==> config.mk <==
export PLATFORM = sky130hd
export DESIGN_NAME = gcm_ram
export DESIGN_NICKNAME = d
export VERILOG_FILES = /design/src/rtl/core/gcm_ram.sv
export SDC_FILE = /design/constraint.sdc
export NUM_CORES = 1
export LEC_CHECK = 0
export BUFFER_PORTS_ARGS = -buffer_cell sky130_fd_sc_hd__buf_2
export CAP_MARGIN = 20
export CORE_MARGIN = 5
export CORE_UTILIZATION = 35
export CTS_CLUSTER_SIZE = 20
export DETAILED_ROUTE_END_ITERATION = 12
export PLACE_DENSITY = 0.52
export SYNTH_ARGS = -nofsm -noshare
export SYNTH_HDL_FRONTEND = slang
export SYNTH_SLANG_ARGS = --single-unit
export TNS_END_PERCENT = 100
==> constraint.sdc <==
create_clock -name clk -period 4.6 [get_ports clk]
set_input_delay 0.46 -clock clk [delete_from_list [all_inputs] [get_ports clk]]
set_output_delay 0.46 -clock clk [all_outputs]
set_load 0.01 [all_outputs]
==> src/rtl/core/gcm_ram.sv <==
// Generic single-write, single-read synchronous RAM with registered read.
// No dependencies.
module gcm_ram #(
	parameter int WIDTH = 24,
	parameter int DEPTH = 16
) (
	input  logic                     clk,
	input  logic                     we,
	input  logic [$clog2(DEPTH)-1:0] waddr,
	input  logic [WIDTH-1:0]         wdata,
	input  logic [$clog2(DEPTH)-1:0] raddr,
	output logic [WIDTH-1:0]         rdata
);

	logic [WIDTH-1:0] mem [DEPTH];

	always_ff @(posedge clk) begin
		if (we) begin
			mem[waddr] <= wdata;
		end
		rdata <= mem[raddr];
	end

endmodule

# Word level (Yosys, flattened, before mapping)
# Memory sizes are Yosys's and may differ from the RTL's. A register that Yosys moved wholly into a read port is not among the register bits.
# Index checks and enable logic that the tools add are counted.
# op_classes
mux	2
# op_table
operator	n
2-to-1 mux 1 bit	2
# word_totals
ff_bits	0
mem_bits_rw	384
in_bits	34
output_inout_bits	24
word_cells	3
mem_count	1
# mem_list
name	words	width	read_ports	rd_clocked_by_memory_dff	write_ports	line_no	source
mem	16	24	1	1	1	15	logic [WIDTH-1:0] mem [DEPTH];

# Depth between registers and ports, before layout
# logic_depth
depth_word	2
ltp_mapped	6
ltp_nobuf	3

# Worst setup path before layout
# OpenSTA, ideal clock, no wires.
# synth_timing
path_kind	input-to-reg
from	input waddr[2]
to	memory mem[0][0] (enable)
setup_ns	0.435
arrival_time_ns	2.642
path_slack_ns	1.523
cell_stages	2
path_buffers	0
path_cell_list	or3b_2 nor3_1
# synth_rtl
item	line_no	source
start, declared	9	input logic [$clog2(DEPTH)-1:0] waddr,
end, declared	15	
# Straight into the memory's write port.

==> flow_summary.ini <==
[synth]
synth_common_cells = 384 x edfxtp_1, 96 x mux4_2, 48 x a22oi_1, 25 x nand2_1, 24 x dfxtp_1
synth_top_area_frac = 0.772
ys.flop_type = edfxtp_1
synth-edff-count = 384
yosysSeqAreaShare = 0.804
yosys.area.top_type = edfxtp_1
synth_nets = 670
async_flop_share = 0
ys_seq_elements = 408
synthTopCellsByArea = edfxtp_1 77%, mux4_2 14%, dfxtp_1 3.2%
synthCells = 636
synth_cell_type_count = 16
synth_area_um2 = 14900
avgSynthCellArea_um2 = 23.5
synth_most_common_cell = edfxtp_1
yosys_warnings = 0

[grt]
antenna_found_initial = 1
grt_pass1_wl_mm = 49.3
grt_max_degree = 59
grt_pass1_vias = 7277
grt_overflow = 0
grt_usage = 0.142

[critical_path]
critPathMaxStageDelay_ns = 0.56
criticalPathCategory = input pin to register
worstPathCellList = buf_6 > buf_4 > mux4_2 > a22oi_1 > nand2_1
worst-path-buf-inv = 2
crit_family = buffers and inverters
cp-end-kind = register
crit_fanout = 51
cp-start-kind = input pin
cp.arrival_ns = 2.44
slowest_stage = buf_6
cp.required_ns = 5.00

[routing]
drc = 0
vias = 6666
ant_nets = 0
wirelength_mm = 33.4
first_iter_violations = 381
via_per_inst = 5.12
wire_per_inst_um = 25.6
dr.pass1.iters = 5

[clock_network]
cts_buffers = 43
cts_buffer_depth = 3
cts_sinks = 408
htree_levels = 2
clk_latency_ns = 0.53
postCtsHoldBufs = 0
postCtsSetupBuffers = 0
cts_tree = done
clk_pin_slew_ns = 0.06
root_buffer = clkbuf_16
post_cts_resized = 0

[sta]
fin_skew_ns = 0.00865
drv_slew = 0
max_freq_mhz = 492
period_share = 0.442
setup_viol = 0
final.setup.tns_ns = 0
hold_violations = 0
rsz0062_at_grt = no
slew_headroom = 0.295
post-route-min-period_ns = 2.03
worst_pin_slew_ns = 1.06

[finish]
fin_util = 0.415
syn_to_final_growth_pct = 16.9
nets = 761
final_layout_size_suffix_gt1_frac = 0.342
seq_area_um2 = 12000
fill_cells = 3635
multi_input_area_um2 = 2860

[job]
cap_violations = 0

[floorplan]
die-area_um2 = 46900
coreArea_um2 = 42000
io_pins = 58
die_height_um = 217
start_util = 0.355
num_rows = 75
die_x_um = 217

[placed_design]
dp_hpwl_mm = 17.9
port_buffers = 57
place_congestion = 0.702

[run_status]
status = complete, no violations

[pwr]
p_per_area_nw_per_um2 = 455
power_w = 0.00795
irDropWorstVdd_uv = 221
static-leakage-power_nw = 5.58

[min_path]
hp-class = input pin to register
-- placed cells by master, fill, tap and decap left out, types with 3 or more instances in the layout --
master     count
mux4_2        96
a22oi_1       48
clkbuf_1      10
clkbuf_8       6
edfxtp_1     384
clkbuf_16     45
bufinv_16      3
nor2_4        12
nor3_2         4
clkinv_1       5
clkinv_2       8
buf_12         3
nand2_1       25
buf_2         55
buf_4         20
dfxtp_1       24
-- routing by layer --
layer / GRT usage / vias to the layer above / wire (um)
met2: 0.252 / 151 / 17300
met5: 0 / - / 13
met3: 0.0243 / 48 / 1510
li1: - / 2887 / -
met4: 0.0286 / 2 / 515
met1: 0.187 / 3578 / 14000
-- path summary, 6_finish.rpt --
path / from / to / slack [ns] / cells past startpoint
worst max-delay path: raddr[0] / rdata[15] / 2.57 / 5
worst max register to register: mem[7][22] / rdata[22] / 3.24 / 3
worst min register to register: mem[14][0] / rdata[0] / 0.67 / 3
worst min-delay path: wdata[4] / mem[9][4] / 0.30 / 1
-- state kept, by name (all words and copies together) (netlist names) --
name and count:
mem 384, rdata 24
-- metrics by stage --
step | cells | hold WS (ns) | area, um2 | worst slack [ns]
after floorplan | 636 | 0.559 | 14900 | 1.52
after CTS | 1300 | 0.284 | 17500 | 2.52
after global routing | 1300 | 0.292 | 17500 | 2.37
after global placement | 1218 | 0.653 | 16000 | 2.02
after detailed placement | 1221 | 0.655 | 16000 | 1.97
final | 1301 | 0.303 | 17500 | 2.57
-- logic make-up (layout without fill, tap and decap cells) --
logic type,after synthesis,count (layout),synth area share
compound gates,48,48,0.0241
buf+inv,33,158,0.0116
flops,408,408,0.804
mux,96,96,0.145
other cells,0,1,0
simple gates,51,51,0.0149
-- final cells by class --
class	instances	area share
Antenna cell	1	0.000143
Clock buffer	61	0.0714
Clock inverter	18	0.00946
Multi-Input combinational cell	195	0.164
Sequential cell	408	0.688
Tap cell	539	0.0386
Timing Repair Buffer	79	0.0284
-- where the power goes --
part / switching, W / internal (W) / total [W] / leakage [nW]
sequential: 0.0000246 / 0.00416 / 0.00418 / 3.67
combinational: 0.000220 / 0.000150 / 0.000370 / 1.21
clock: 0.00135 / 0.00205 / 0.00340 / 0.696
(Power assumes the default switching activity.)
