`config.mk`:
```
export PLATFORM = sky130hd
export DESIGN_NAME = gcm_lane
export DESIGN_NICKNAME = d
export VERILOG_FILES = /design/src/rtl/core/gcm_pkg.sv /design/src/rtl/core/gcm_lane.sv
export SDC_FILE = /design/constraint.sdc
export NUM_CORES = 1
export LEC_CHECK = 0
export ABC_AREA = 1
export BUFFER_PORTS_ARGS = -buffer_cell sky130_fd_sc_hd__buf_2
export CORE_MARGIN = 2
export CORE_UTILIZATION = 65
export DETAILED_ROUTE_END_ITERATION = 6
export PLACE_DENSITY = 0.83
export SYNTH_ARGS = -nofsm -noshare
export SYNTH_HDL_FRONTEND = slang
export SYNTH_SLANG_ARGS = --single-unit
```
`constraint.sdc`:
```
create_clock -name clk -period 9.5 [get_ports clk]
set_clock_uncertainty 0.1 [all_clocks]
set_input_delay 1.425 -clock clk [delete_from_list [all_inputs] [get_ports clk]]
set_output_delay 1.425 -clock clk [all_outputs]
set_load 0.05 [all_outputs]
```
`src/rtl/core/gcm_pkg.sv`:
```
// Package for the blended glyph color match block.
// Holds table depths, field widths, opcodes, register indexes and shared types.
// Used by gcm_lane and blended_glyph_color_match in rtl/core.
package gcm_pkg;

	localparam int BG_DEPTH = 16;
	localparam int FG_DEPTH = 16;
	localparam int GL_DEPTH = 256;
	localparam int BG_AW    = $clog2(BG_DEPTH);
	localparam int FG_AW    = $clog2(FG_DEPTH);
	localparam int GL_AW    = $clog2(GL_DEPTH);

	localparam int COLOR_W  = 24;
	localparam int GLYPH_W  = 24;
	localparam int CNT_W    = 12;
	localparam int Q_W      = 10;
	localparam int REM_W    = 28;
	localparam int ERR_W    = 21;
	localparam int BLEND_DIV = 80;

	localparam logic [1:0] OP_LOAD_BG = 2'd0;
	localparam logic [1:0] OP_LOAD_FG = 2'd1;
	localparam logic [1:0] OP_LOAD_GL = 2'd2;
	localparam logic [1:0] OP_MATCH   = 2'd3;

	localparam logic [1:0] REG_BG_COUNT = 2'd0;
	localparam logic [1:0] REG_FG_COUNT = 2'd1;
	localparam logic [1:0] REG_GL_COUNT = 2'd2;

	typedef enum logic [2:0] {
		ST_IDLE,
		ST_READ,
		ST_MUL,
		ST_SCALE,
		ST_DIV,
		ST_SQR,
		ST_CMP,
		ST_FIN
	} state_t;

	typedef struct packed {
		logic mul;
		logic scale;
		logic step;
	} lane_ctl_t;

endpackage

```
`src/rtl/core/gcm_lane.sv`:
```
// One color channel of the blend: weighted sum, scale by 255 and an
// iterative restoring divide by 80*total, one quotient bit per step.
// Depends on gcm_pkg.
module gcm_lane import gcm_pkg::*; (
	input  logic             clk,
	input  lane_ctl_t        ctl,
	input  logic [7:0]       bg_ch,
	input  logic [7:0]       fg_ch,
	input  logic [CNT_W-1:0] lit,
	input  logic [CNT_W-1:0] total,
	output logic [Q_W-1:0]   y
);

	logic [CNT_W-1:0] lit_c;
	logic [19:0]      pa_s1, pb_s1;
	logic             zero_s1, zero_s2;
	logic [CNT_W-1:0] cell_s1;
	logic [20:0]      sum;
	logic [REM_W-1:0] rem_q, dsh_q;
	logic [Q_W-1:0]   quo_q;
	logic [18:0]      dvs;

	assign lit_c = (lit > total) ? total : lit;
	assign sum   = {1'b0, pa_s1} + {1'b0, pb_s1};
	assign dvs   = 19'(cell_s1) * 19'(BLEND_DIV);

	always_ff @(posedge clk) begin
		if (ctl.mul) begin
			pa_s1   <= 20'(bg_ch) * 20'(total - lit_c);
			pb_s1   <= 20'(fg_ch) * 20'(lit_c);
			zero_s1 <= (total == '0);
			cell_s1 <= total;
		end
		if (ctl.scale) begin
			rem_q   <= REM_W'({sum, 8'd0} - {8'd0, sum});
			dsh_q   <= REM_W'({dvs, 9'd0});
			quo_q   <= '0;
			zero_s2 <= zero_s1;
		end
		if (ctl.step) begin
			if (rem_q >= dsh_q) begin
				rem_q <= rem_q - dsh_q;
				quo_q <= {quo_q[Q_W-2:0], 1'b1};
			end else begin
				quo_q <= {quo_q[Q_W-2:0], 1'b0};
			end
			dsh_q <= dsh_q >> 1;
		end
	end

	assign y = zero_s2 ? '0 : quo_q;

endmodule

```
=== Word-level counts from Yosys, hierarchy flattened ===
Index checks and enable logic that the tools add are counted.

* Multipliers: 3
* Multiplexer cells: 10
* Reduce and logical (&&, ||, !) cells: 2
* Add/sub/neg operators: 4
* Order comparisons: 2

{| class="wikitable"
|+ Operators with widths
! operator !! count
|-
| $mux 28 || 3
|-
| $mux 27 || 2
|-
| $mux 10 || 3
|-
| $ge 28x28->1 || 1
|-
| $sub 28x21->28 || 1
|-
| $sub 28x28->28 || 1
|-
| $add 20x20->21 || 1
|-
| $mul 8x12->20 || 1
|-
| $mul 9x13->20 || 1
|-
| $mul 12x3->15 const B || 1
|-
| $sub 12x12->13 || 1
|-
| $gt 12x12->1 || 1
|-
| $logic_not 12->1 || 1
|-
| $mux 12 || 1
|-
| $reduce_bool 2->1 || 1
|-
| $mux 1 || 1
|}

* Output and inout port bits: 10
* Input port bits: 44
* Register bits after elaboration: 120
* Logic and storage cells: 30

=== Depth between registers and ports, before layout ===
* Word-level depth: 5
* Mapped depth: 44
* Depth with buffers taken out: 43

=== Worst setup path after synthesis ===
No wires, ideal clock.

* Kind: input to register
* Start point: input port total[1]
* End point: register pa_s1[15] (data pin)
* Library setup time: 259 ps
* Required time: 9141 ps
* Data arrival time: 7953 ps
* Stages: 42
* Path buffers: 1
* Path slack: 1188 ps
* Cells stage by stage: inv_1 -> ha_1 -> inv_1 -> nor2_1 -> nor2_1 -> o21ai_0 -> nand3_1 -> o2111ai_1 -> nand2_1 -> buf_2 -> o21ai_0 -> ha_1 -> inv_1 -> fa_1 -> nand2_1 -> nand2_1 -> o21ai_1 -> o21ai_2 -> [... 6 more ...] -> inv_1 -> fa_1 -> fa_1 -> inv_1 -> fa_1 -> inv_1 -> ha_1 -> a21o_1 -> a21oi_1 -> inv_1 -> nand2_1 -> nand2_1 -> a21oi_1 -> o21ai_1 -> nand2_1 -> nand2_1 -> a21oi_1 -> xnor2_1

* Cells in the longest elaborated chain, start to end: 4

{| class="wikitable"
|+ RTL lines
! element !! RTL line !! RTL
|-
| start, declared || gcm_lane.sv:10 || <nowiki>input logic [CNT_W-1:0] total,</nowiki>
|-
| $gt 12x12->1 || gcm_lane.sv:23 || <nowiki>assign lit_c = (lit > total) ? total : lit;</nowiki>
|-
| $mux 12 || gcm_lane.sv:23 ||
|-
| $sub 12x12->13 * || gcm_lane.sv:29 || <nowiki>pa_s1 <= 20'(bg_ch) * 20'(total - lit_c);</nowiki>
|-
| $mul 9x13->20 * || gcm_lane.sv:29 ||
|-
| end signal, assigned || gcm_lane.sv:29 ||
|-
| end, declared || gcm_lane.sv:15 || <nowiki>logic [19:0] pa_s1, pb_s1;</nowiki>
|}

Every way passes the cells marked *; elsewhere a longest branch is shown, timed or not.
A chain may end at the register's enable or synchronous reset.

=== Final worst setup path ===
Same ends and word-level chain as after synthesis.

==> flow_summary.toml <==
[route]
vias = 14000
wl_per_cell_um = 16.0
ant_nets = 0
drtIter0Drc = 1152
via_per_inst = 5.59
wl_um = 40100
drc_errors = 1
first_pass_iters = 7

[job]
maxCapViolations = 0

[global_route]
use_met2 = 0.526
gr-total-overflow = 0
grt.busiest_layer = "met2"
grt_max_degree = 54
grt_pass1_vias = 14000
met1_usage = 0.413
antenna_found_initial = 0
track_usage = 0.316
grt_pass1_wl_um = 66600
use_met3 = 0.0488

[logic_synthesis]
synth-edff-count = 91
synthFlopType = "edfxtp_1"
synth.cell_area_sq_um = 16200
ys_warn_count = 0
synth_largest_area_cell = "fa_1"
syn_avg_cell_area_sq_um = 7.63
synth-seq-area-share = 0.204
ys_seq_elements = 120
synth.most_common_cell = "nand2_1"
synth_area_leaders = "fa_1 18%, edfxtp_1 17%, ha_1 14%, nand2_1 10%, inv_1 10%"
syn_inst = 2128
syn_nets = 2500
yosys.cell_types.count = 59
synth_common_cells = "447 x nand2_1, 437 x inv_1, 203 x nor2_1"
async_flop_share = 0
yosysTopAreaCellShare = 0.176

[run_status]
failed_checks = "DRC"
status = "finished with violations"

[cts]
cts_buffers = 17
clockBufferDepth = 2
post-cts-setup-buffer-count = 0
clock_latency_ps = 420
post_cts_resized = 0
cts_max_level = 4
cts_num_sinks = 120
root_buffer = "clkbuf_16"
clk_pin_slew_worst_paths_ps = 60
cts_hold_buf = 0
cts_tree = "done"

[sta]
setup_viol = 0
hold_viol = 0
tns_ps = 0
rsz0062_at_grt = "no"
hold_ws_ps = 327
drv_slew = 0
relSlewSlack = 0.429
tightestPinTransition_ps = 856
timing.final.crit_period_ps = 8750
fmax_mhz = 114
fin_crit_sh = 0.921

[setup_path]
critPathMaxFanout = 11
criticalPathCategory = "primary input to register"
max_stage_delay_ps = 520
endpoint_kind = "register"
start_kind = "primary input"
critPathRequiredTime_ps = 9560
cp_slowest_cell = "fa_1"
arrival_ps = 8810
path_common_cell = "nand2_1"

[placement]
port_buffers = 53
dpl.hpwl_um = 32900
place_congestion = 0.961

[floorplanning]
core-area_sq_um = 24400
io_pins = 54
die_x_um = 162
rows = 57
start_util = 0.666
die-area_sq_um = 26300
dieHeight_um = 162

[cells_and_area]
synthToLayoutAreaGrowth_pct = 6.94
antenna_cells = 0
final.fill_count = 1915
layout.nets = 2543
drive_gt1_frac = 0.0783

[min_path]
hold_path.class = "register to register"
area by class of cell:
cell class,count,area [sq um],share of cell area
clock buffer,19,443,0.0255
clock inverter,13,141,0.00814
inverter,450,1690,0.0973
multi-input combinational,1526,11100,0.638
sequential,120,3310,0.191
tap,324,405,0.0233
timing repair buffer,56,288,0.0166
through the flow:
step	cells	worst slack, ps	utilization	instance area, sq um
6_report	2508	751	0.712	17400
5_1_grt	2508	134	0.712	17400
4_1_cts	2508	822	0.712	17400
3_5_place_dp	2476	383	0.688	16800
3_3_place_gp	2476	666	0.688	16800
2_1_floorplan	2128	1190	-	16200
critical path: cells and delay by family:
family / cells / cell delay [ps]
buffers and inverters: 9 / 840
AND/OR/NAND/NOR: 14 / 1150
adder cells (fa/ha/maj): 7 / 3030
XOR/XNOR: 2 / 430
AO/OA/AOI/OAI: 11 / 1920
registers in the layout (all words and copies together) (netlist names):
register and cells:
cell_s1 12, dsh_q 28, pa_s1 20, pb_s1 20, quo_q 10, rem_q 28
zero_s1 1, zero_s2 1
path summary, 6_finish.rpt:
kind / from / end / slack, ps / cells past startpoint
worst max-delay path: total[1] / pa_s1[15] / 750 / 43
worst min-delay path: zero_s1 / zero_s2 / 330 / 0
worst max register to register: pb_s1[0] / rem_q[13] / 5320 / 19
worst min register to register: zero_s1 / zero_s2 / 330 / 0
placed cells by master (no fill, tap or decap), types with 4 or more instances in the layout:
| cell type | synthesis | layout |
|---|---|---|
| o21ai_0 | 62 | 62 |
| ha_1 | 185 | 185 |
| or2_2 | 24 | 24 |
| clkinv_1 | 6 | 6 |
| inv_6 | 0 | 4 |
| a21oi_1 | 130 | 130 |
| a31oi_1 | 4 | 4 |
| o21ai_1 | 27 | 27 |
| inv_2 | 6 | 6 |
| o21a_1 | 8 | 8 |
| nor2_2 | 8 | 8 |
| nand3b_1 | 8 | 8 |
| edfxtp_1 | 91 | 91 |
| o21ai_2 | 9 | 9 |
| o211ai_2 | 4 | 4 |
| a21boi_0 | 12 | 12 |
| dfxtp_1 | 29 | 29 |
| buf_2 | 3 | 53 |
| clkbuf_16 | 0 | 17 |
| nand3_1 | 61 | 61 |
| and3_1 | 4 | 4 |
| nor4_1 | 6 | 6 |
| fa_1 | 143 | 143 |
| nor3_1 | 13 | 13 |
| o2111ai_1 | 5 | 5 |
| nand2_2 | 17 | 17 |
| xnor2_1 | 32 | 32 |
| xor2_1 | 45 | 45 |
| a21o_1 | 9 | 9 |
| nand4_1 | 18 | 18 |
| inv_1 | 437 | 437 |
| o211ai_1 | 6 | 6 |
| nand2_1 | 447 | 447 |
| o21bai_1 | 4 | 4 |
| nor2_1 | 203 | 203 |
layer usage:
metal,vias to the layer above,share of wire
met2,584,0.47
li1,6810,-
met5,-,0
met4,0,0.041
met1,6517,0.43
met3,113,0.065
cell families (layout without fill, tap and decap cells):
family,Yosys count,in the layout,share of synthesized area
simple gates,821,821,0.214
xor+xnor,77,77,0.0415
fa+ha+maj,328,328,0.319
flops,120,120,0.204
buf+inv,482,538,0.113
compound gates,300,300,0.109
Power is left out: the tool's default activity adds up to more than one toggle a clock period on the data nets, which glitch-free logic cannot reach.
